## config.mk

```make
export PLATFORM = sky130hd
export DESIGN_NAME = rc_frame_sync_crc8_receiver
export DESIGN_NICKNAME = d
export VERILOG_FILES = /design/src/design/rcfs_pkg.sv /design/src/design/rc_frame_sync_crc8_receiver.sv /design/src/design/rcfs_window.sv /design/src/design/rcfs_crc_unit.sv
export SDC_FILE = /design/constraint.sdc
export NUM_CORES = 1
export LEC_CHECK = 0
export BUFFER_PORTS_ARGS = -buffer_cell sky130_fd_sc_hd__buf_2
export CORE_MARGIN = 8
export CORE_UTILIZATION = 55
export DETAILED_ROUTE_END_ITERATION = 7
export HOLD_SLACK_MARGIN = 0.08
export PLACE_DENSITY_LB_ADDON = 0.1
export SLEW_MARGIN = 5
export SYNTH_ARGS = -nofsm -noshare
export SYNTH_HDL_FRONTEND = slang
export SYNTH_SLANG_ARGS = --single-unit
export TNS_END_PERCENT = 50
```

## constraint.sdc

```tcl
create_clock -name clk -period 19.3 [get_ports clk]
set_clock_uncertainty 0.15 [all_clocks]
set_input_delay 1.93 -clock clk [delete_from_list [all_inputs] [get_ports clk]]
set_output_delay 1.93 -clock clk [all_outputs]
set_load 0.02 [all_outputs]
```

## src/design/rcfs_pkg.sv

```systemverilog
// Shared constants, types and helper functions of the RC frame sync receiver.
`default_nettype none
package rcfs_pkg;
	localparam int WINDOW_BYTES  = 64;
	localparam int PAYLOAD_BYTES = 22;
	localparam int WIN_AW        = $clog2(WINDOW_BYTES);
	localparam int LEN_W         = WIN_AW + 1;
	localparam int PAYLOAD_W     = PAYLOAD_BYTES * 8;
	localparam int CFG_IDX_W     = 2;

	localparam logic [7:0] CRC_TOP_BIT = 8'h80;

	// register indexes of the configuration port
	localparam logic [CFG_IDX_W-1:0] REG_ADDRESS_A  = 2'd0;
	localparam logic [CFG_IDX_W-1:0] REG_ADDRESS_B  = 2'd1;
	localparam logic [CFG_IDX_W-1:0] REG_FRAME_TYPE = 2'd2;
	localparam logic [CFG_IDX_W-1:0] REG_CRC_POLY   = 2'd3;

	localparam logic [7:0] RST_ADDRESS_A  = 8'd200;
	localparam logic [7:0] RST_ADDRESS_B  = 8'd238;
	localparam logic [7:0] RST_FRAME_TYPE = 8'd22;
	localparam logic [7:0] RST_CRC_POLY   = 8'd213;

	// no length captured
	localparam logic [LEN_W-1:0] LEN_NONE = LEN_W'(WINDOW_BYTES);

	typedef struct packed {
		logic clear;
		logic step;
	} crc_ctrl_t;

	// one byte of CRC-8, MSB first
	function automatic logic [7:0] crc8_byte(input logic [7:0] crc_in,
	                                        input logic [7:0] data,
	                                        input logic [7:0] poly);
		logic [7:0] c;
		c = crc_in ^ data;
		for (int b = 0; b < 8; b++) begin
			if ((c & CRC_TOP_BIT) != 8'h00) c = {c[6:0], 1'b0} ^ poly;
			else c = {c[6:0], 1'b0};
		end
		return c;
	endfunction

	function automatic logic is_address(input logic [7:0] b,
	                                    input logic [7:0] addr_a,
	                                    input logic [7:0] addr_b);
		return (b == addr_a) || (b == addr_b);
	endfunction
endpackage
`default_nettype wire

```

## src/design/rc_frame_sync_crc8_receiver.sv

```systemverilog
// RC frame sync receiver: byte window, length capture, CRC scan and payload output.
//
// Usage:
//  - s_axis carries one received serial byte per transaction (tdata[7:0] = rx_byte).
//  - m_axis carries one decoded RC channel frame per transaction; tdata holds the
//    22 payload bytes, byte 0 in bits 7:0 (payload_low 63:0, payload_mid 127:64,
//    payload_high 175:128).
//  - cfg_we/cfg_index/cfg_wdata write address_a, address_b, channel_frame_type and
//    crc_polynomial; write only while s_axis_tready is high and no byte is pending.
// Timing:
//  - A byte with no usable captured length (none, or outside 23..62) leaves the
//    sequencer idle; s_axis_tready stays high.
//  - Otherwise the sequencer walks the window once through the single read port of
//    the window memory, feeding the shared CRC unit one byte per cycle: L+2 reads,
//    then the drain and check states; check waits while the output is stalled.
//  - A matching frame shows on m_axis in the cycle after the check.
// Reset: window reads as zeros, no length captured, registers at defaults.
// Stall: the result waits in the output register; a new byte is still accepted,
// but the next result is not loaded until the held transaction completes.
`default_nettype none
module rc_frame_sync_crc8_receiver (
	input  wire logic                             clk,
	input  wire logic                             arst_n,
	input  wire logic                             s_axis_tvalid,
	output logic                                  s_axis_tready,
	input  wire logic [7:0]                       s_axis_tdata,  // [7:0] rx_byte
	output logic                                  m_axis_tvalid,
	input  wire logic                             m_axis_tready,
	// [63:0] payload_low, [127:64] payload_mid, [175:128] payload_high
	output logic [rcfs_pkg::PAYLOAD_W-1:0]        m_axis_tdata,
	input  wire logic                             cfg_we,
	input  wire logic [rcfs_pkg::CFG_IDX_W-1:0]   cfg_index,
	input  wire logic [7:0]                       cfg_wdata
);
	typedef enum logic [1:0] {ST_IDLE, ST_SCAN, ST_DRAIN, ST_CHECK} state_t;

	localparam int AW = rcfs_pkg::WIN_AW;
	localparam int LW = rcfs_pkg::LEN_W;

	state_t                       state_q;
	logic [7:0]                   addr_a_q, addr_b_q, frame_type_q, crc_poly_q;
	logic [LW-1:0]                frame_len_q;   // captured length
	logic [AW-1:0]                run_len_q;     // length used by the current scan
	logic [7:0]                   last_byte_q;
	logic [AW-1:0]                base_q;        // memory address of the address byte
	logic [AW-1:0]                pos_q;         // scan position, issue side
	logic [AW-1:0]                pos_s1;        // scan position, data side
	logic                         rd_v_s1;
	logic                         addr_ok_q, type_ok_q;
	logic [rcfs_pkg::PAYLOAD_W-1:0] payload_q;
	logic                         out_valid_q;
	logic [rcfs_pkg::PAYLOAD_W-1:0] out_data_q;

	logic                         accept;
	logic                         len_usable;
	logic [AW-1:0]                wr_ptr;
	logic [AW-1:0]                scan_start;
	logic [7:0]                   rd_byte;
	logic [7:0]                   crc;
	rcfs_pkg::crc_ctrl_t          crc_ctrl;
	logic                         match;
	logic                         out_free;
	logic                         load_out;

	assign s_axis_tready = (state_q == ST_IDLE);
	assign accept        = s_axis_tvalid && s_axis_tready;
	assign len_usable    = (frame_len_q >= LW'(rcfs_pkg::PAYLOAD_BYTES + 1)) &&
	                       (frame_len_q <= LW'(rcfs_pkg::WINDOW_BYTES - 2));
	// window index of the address byte: WINDOW_BYTES - L - 2
	assign scan_start    = AW'(rcfs_pkg::WINDOW_BYTES - 2) - frame_len_q[AW-1:0];

	rcfs_window u_window (
		.clk     (clk),
		.arst_n  (arst_n),
		.wr_en   (accept),
		.wr_data (s_axis_tdata),
		.rd_addr (base_q + pos_q),
		.wr_ptr  (wr_ptr),
		.rd_byte (rd_byte)
	);

	// CRC covers type, payload and crc bytes: scan positions 2 and up
	always_comb begin
		crc_ctrl.clear = accept;
		crc_ctrl.step  = rd_v_s1 && (pos_s1 >= AW'(2));
	end

	rcfs_crc_unit u_crc (
		.clk    (clk),
		.arst_n (arst_n),
		.ctrl   (crc_ctrl),
		.data   (rd_byte),
		.poly   (crc_poly_q),
		.crc    (crc)
	);

	assign match    = (crc == 8'h00) && addr_ok_q && type_ok_q;
	assign out_free = !out_valid_q || m_axis_tready;
	assign load_out = (state_q == ST_CHECK) && out_free && match;

	// configuration registers
	always_ff @(posedge clk or negedge arst_n) begin
		if (!arst_n) begin
			addr_a_q     <= rcfs_pkg::RST_ADDRESS_A;
			addr_b_q     <= rcfs_pkg::RST_ADDRESS_B;
			frame_type_q <= rcfs_pkg::RST_FRAME_TYPE;
			crc_poly_q   <= rcfs_pkg::RST_CRC_POLY;
		end else if (cfg_we) begin
			case (cfg_index)
				rcfs_pkg::REG_ADDRESS_A:  addr_a_q     <= cfg_wdata;
				rcfs_pkg::REG_ADDRESS_B:  addr_b_q     <= cfg_wdata;
				rcfs_pkg::REG_FRAME_TYPE: frame_type_q <= cfg_wdata;
				rcfs_pkg::REG_CRC_POLY:   crc_poly_q   <= cfg_wdata;
				default: ;
			endcase
		end
	end

	// sequencer, length capture and output register
	always_ff @(posedge clk or negedge arst_n) begin
		if (!arst_n) begin
			state_q     <= ST_IDLE;
			frame_len_q <= rcfs_pkg::LEN_NONE;
			run_len_q   <= '0;
			last_byte_q <= 8'h00;
			base_q      <= '0;
			pos_q       <= '0;
			pos_s1      <= '0;
			rd_v_s1     <= 1'b0;
			addr_ok_q   <= 1'b0;
			type_ok_q   <= 1'b0;
			out_valid_q <= 1'b0;
		end else begin
			if (load_out) out_valid_q <= 1'b1;
			else if (m_axis_tready) out_valid_q <= 1'b0;
			rd_v_s1 <= (state_q == ST_SCAN);
			pos_s1  <= pos_q;

			case (state_q)
				ST_IDLE: begin
					if (accept) begin
						last_byte_q <= s_axis_tdata;
						// capture the length byte that follows an address byte
						if (!rcfs_pkg::is_address(s_axis_tdata, addr_a_q, addr_b_q) &&
						    rcfs_pkg::is_address(last_byte_q, addr_a_q, addr_b_q)) begin
							if (s_axis_tdata >= 8'(rcfs_pkg::WINDOW_BYTES))
								frame_len_q <= rcfs_pkg::LEN_NONE;
							else
								frame_len_q <= LW'(s_axis_tdata);
						end
						run_len_q <= frame_len_q[AW-1:0];
						// oldest byte sits one above the newest
						base_q    <= wr_ptr + AW'(2) + scan_start;
						pos_q     <= '0;
						if (len_usable) state_q <= ST_SCAN;
					end
				end
				ST_SCAN: begin
					// positions 0..L+1: address, length, type, payload, crc
					if (pos_q == run_len_q + AW'(1)) state_q <= ST_DRAIN;
					else pos_q <= pos_q + AW'(1);
				end
				ST_DRAIN: state_q <= ST_CHECK;
				ST_CHECK: begin
					if (out_free) begin
						if (match) out_data_q <= payload_q;
						state_q <= ST_IDLE;
					end
				end
				default: state_q <= ST_IDLE;
			endcase

			if (rd_v_s1) begin
				if (pos_s1 == AW'(0))
					addr_ok_q <= rcfs_pkg::is_address(rd_byte, addr_a_q, addr_b_q);
				if (pos_s1 == AW'(2))
					type_ok_q <= (rd_byte == frame_type_q);
			end
		end
	end

	// payload bytes land at the top and move down; byte 0 ends in bits 7:0
	always_ff @(posedge clk) begin
		if (rd_v_s1 && (pos_s1 >= AW'(3)) &&
		    (pos_s1 <= AW'(rcfs_pkg::PAYLOAD_BYTES + 2)))
			payload_q <= {rd_byte, payload_q[rcfs_pkg::PAYLOAD_W-1:8]};
	end

	assign m_axis_tvalid = out_valid_q;
	assign m_axis_tdata  = out_data_q;
endmodule
`default_nettype wire

```

## src/design/rcfs_window.sv

```systemverilog
// Circular byte window memory with per-entry valid bits and registered read.
`default_nettype none
module rcfs_window (
	input  wire logic                       clk,
	input  wire logic                       arst_n,
	input  wire logic                       wr_en,
	input  wire logic [7:0]                 wr_data,
	input  wire logic [rcfs_pkg::WIN_AW-1:0] rd_addr,
	output logic [rcfs_pkg::WIN_AW-1:0]      wr_ptr,
	output logic [7:0]                      rd_byte
);
	logic [7:0]                        mem [rcfs_pkg::WINDOW_BYTES];
	logic [rcfs_pkg::WINDOW_BYTES-1:0] valid_q;
	logic [rcfs_pkg::WIN_AW-1:0]       ptr_q;
	logic [7:0]                        rd_data_s1;
	logic                              rd_valid_s1;

	// ptr_q addresses the newest byte
	always_ff @(posedge clk or negedge arst_n) begin
		if (!arst_n) begin
			ptr_q   <= '0;
			valid_q <= '0;
		end else if (wr_en) begin
			ptr_q                   <= ptr_q + 1'b1;
			valid_q[ptr_q + 1'b1]   <= 1'b1;
		end
	end

	always_ff @(posedge clk) begin
		if (wr_en) mem[ptr_q + 1'b1] <= wr_data;
		rd_data_s1 <= mem[rd_addr];
	end

	always_ff @(posedge clk or negedge arst_n) begin
		if (!arst_n) rd_valid_s1 <= 1'b0;
		else rd_valid_s1 <= valid_q[rd_addr];
	end

	// never-written entries read as zero
	assign rd_byte = rd_valid_s1 ? rd_data_s1 : 8'h00;
	assign wr_ptr  = ptr_q;
endmodule
`default_nettype wire

```

## src/design/rcfs_crc_unit.sv

```systemverilog
// Shared CRC-8 accumulator, one byte per step.
`default_nettype none
module rcfs_crc_unit (
	input  wire logic                clk,
	input  wire logic                arst_n,
	input  wire rcfs_pkg::crc_ctrl_t ctrl,
	input  wire logic [7:0]          data,
	input  wire logic [7:0]          poly,
	output logic [7:0]               crc
);
	logic [7:0] crc_q;

	always_ff @(posedge clk or negedge arst_n) begin
		if (!arst_n) crc_q <= 8'h00;
		else if (ctrl.clear) crc_q <= 8'h00;
		else if (ctrl.step) crc_q <= rcfs_pkg::crc8_byte(crc_q, data, poly);
	end

	assign crc = crc_q;
endmodule
`default_nettype wire

```

==> results.cfg <==
[status]
status = completed

[clock_network]
cts_root_buf = clkbuf_16
ctsResizeCount = 0
numCtsBuffers = 103
htree_levels = 3
cts_tree = done
post_cts_buffers = 0
clockBufferDepth = 3
cts-hold-fix-buffers = 0
numClockSinks = 1028
insertion_delay_ns = 0.66
clk_pin_slew_ns = 0.06

[critical_path]
path_class = register to register
startpoint = pos_q[0]
end_kind = register
crit_required_ns = 19.67
arrival_ns = 5.64
crit_fanout = 75
start_kind = register
worstReg2RegStart = pos_q[0]

[placement]
io_buffers = 200
gp_congestion = 0.8385
placed_area_um2 = 41860
hpwlAfterDp_um = 52810

[final_layout]
finish.utilization_pct = 63.17
seq_area_um2 = 30030
fillers = 4979
nets = 2385
drive_gt1_share_pct = 28.65
multi_input_area_um2 = 9245
design_area_um2 = 45160
syn_to_final_growth_pct = 13.92

[grt]
grt_pass1_wl_um = 130700
grt_pass1_vias = 20500
grt_start_max_net_pins = 177
antenna_found_initial = 1
grt.total_usage_pct = 21.20
grt_overflow = 0

[logic_synthesis]
post-synth-top-count-cell = edfxtp_1
synth-seq-area-share_pct = 75.75
ys_types = 81
syn_inst = 2083
synth_top_area_share_pct = 65.45
syn_area_per_cell_um2 = 19.03
synth_nets = 2125
synthTopCellsByCount = 864 x edfxtp_1, 180 x mux4_2, 138 x dfrtp_1
async_flop_share_pct = 15.18
ys_seq_elements = 1028
synth_ff_type = edfxtp_1
synth_area_leader_cell = edfxtp_1
synth_warnings = 0
synth_edf_count = 864
ys_top_cells_by_area = edfxtp_1 65%, mux4_2 10%, dfrtp_1 8.7%
synthesis.area_um2 = 39640

[pwr]
switching_share_pct = 33.58
peakVddDrop_uv = 168.1
power.internal_mw = 4.943
power.switching_mw = 2.498
p_total_mw = 7.441
pwr-share-seq_pct = 36.4
p_comb_share_pct = 37.5
power_leakage_nw = 15.68
p_clk_share_pct = 26.0
powerDensity_nw_per_um2 = 164.8

[detailed_routing]
first_pass_iters = 7
drtIter0Drc = 1820
wl_per_cell_um = 25.41
drc_errors = 0
vias_per_cell = 5.843
num_vias = 19750
ant_nets = 0
wl_um = 85870

[timing]
setup_tns_ns = 0
fmax_mhz = 189.5
fin_crit_ns = 5.276
tightest_slew_ns = 1.180
slew_violations = 0
finalCritPeriodShare_pct = 27.34
hold_viol = 0
relSlewSlack_pct = 21.30
rsz0062_at_grt = no
setup-violations-final = 0

[floorplanning]
rows = 98
io_pins = 201
die_height_um = 284.5
die_width_um = 284.5
start_util_pct = 55.46
core_um2 = 71490
die-area_um2 = 80930

[hold_path]
min_from = payload_q[7]
worstHoldPathType = register to register

[flow_run]
max-cap-violations = 0
[metal layers]
layer	up-vias	global-route usage, %	wire length (µm)
met5	-	0	0
met4	0	5.819	2002
met3	128	3.231	4896
met2	637	36.20	43860
met1	10280	28.50	35110
li1	8707	-	-
[kinds of logic (layout without fill, tap and decap cells)]
kind of cell             after synthesis  count (layout)  share of synthesized area (%)
flip-flops                          1028            1028                          75.75
AND/OR/NAND/NOR                      402             402                          5.132
multiplexers                         231             231                          11.63
AO/OA/AOI/OAI                        162             162                          2.736
XOR/XNOR                             133             133                          3.024
buffers and inverters                108             454                          1.086
adder cells (fa/ha/maj)               19              19                         0.6375
other                                  0               1                              0
[metrics by stage]
step                      std cells  worst slack (ns)  hold slack (ns)
final                          3380             14.02           0.2706
after global routing           3379             13.65           0.2870
after CTS                      3379             14.02           0.2741
after detailed placement       3188             14.02           0.2580
after global placement         3188             14.03           0.2528
after floorplan                2083            0.7207           0.2503
[power groups by stage]
stage	Combinational [mW]	Clock [mW]	Sequential [mW]
floorplan	2.19	0	2.68
global placement	2.78	0	2.75
detailed placement	2.82	0	2.75
CTS	2.82	1.98	2.71
global route	3.00	2.07	2.73
finish	2.79	1.94	2.71
[final timing paths]
kind	endpoint	slack, ns	cells after the start
max in group asynchronous	pos_s1[5]	16.57	2
min in group asynchronous	u_window.valid_q[8]	1.07	1
hold / removal	m_axis_tdata[7]	0.27	0
setup / recovery	u_window.rd_data_s1[6]	14.02	8
setup reg to reg	u_window.rd_data_s1[6]	14.02	8
hold reg to reg	m_axis_tdata[7]	0.27	0
[state kept, by name, indices dropped and copies added, names as in the netlist]
register / cells
addr_a_q: 8
addr_b_q: 8
addr_ok_q: 1
base_q: 6
crc_poly_q: 8
frame_len_q: 7
frame_type_q: 8
last_byte_q: 8
m_axis_tdata: 176
m_axis_tvalid: 1
payload_q: 176
pos_q: 6
pos_s1: 6
rd_v_s1: 1
run_len_q: 6
state_q: 2
type_ok_q: 1
u_crc.crc: 8
u_window.mem: 512
u_window.rd_data_s1: 8
u_window.rd_valid_s1: 1
u_window.valid_q: 64
u_window.wr_ptr: 6
[cells in the final DEF (no fill, tap or decap), drive strengths merged, types with 18 or more instances in the layout]
cell / n
edfxtp: 864
buf: 233
mux4: 180
dfrtp: 138
clkbuf: 136
nand2: 114
xnor2: 95
nor2: 88
or2: 67
o21ai: 48
clkinv: 38
xor2: 37
a21oi: 36
mux2: 34
inv: 34
nand3: 29
nand4: 22
a211oi: 19
dfstp: 18
nor3: 18
[cell type report]
class	count	area share, %
timing repair buffer	233	2.834
clock inverter	55	1.283
inverter	30	0.2493
tap	950	2.632
antenna	1	0.005541
clock buffer	136	6.026
multi-input combinational	947	20.47
sequential	1028	66.50
[worst max-delay path, cell delays in order (launching register included)]
cell     delay, ns
dfrtp_1       0.47
ha_4          0.21
fa_4          0.88
buf_4         0.73
buf_4         0.97
mux4_2        0.43
mux4_2        0.52
mux2i_1       0.49
a21oi_1       0.16
Power figures use the tool's default switching activity.
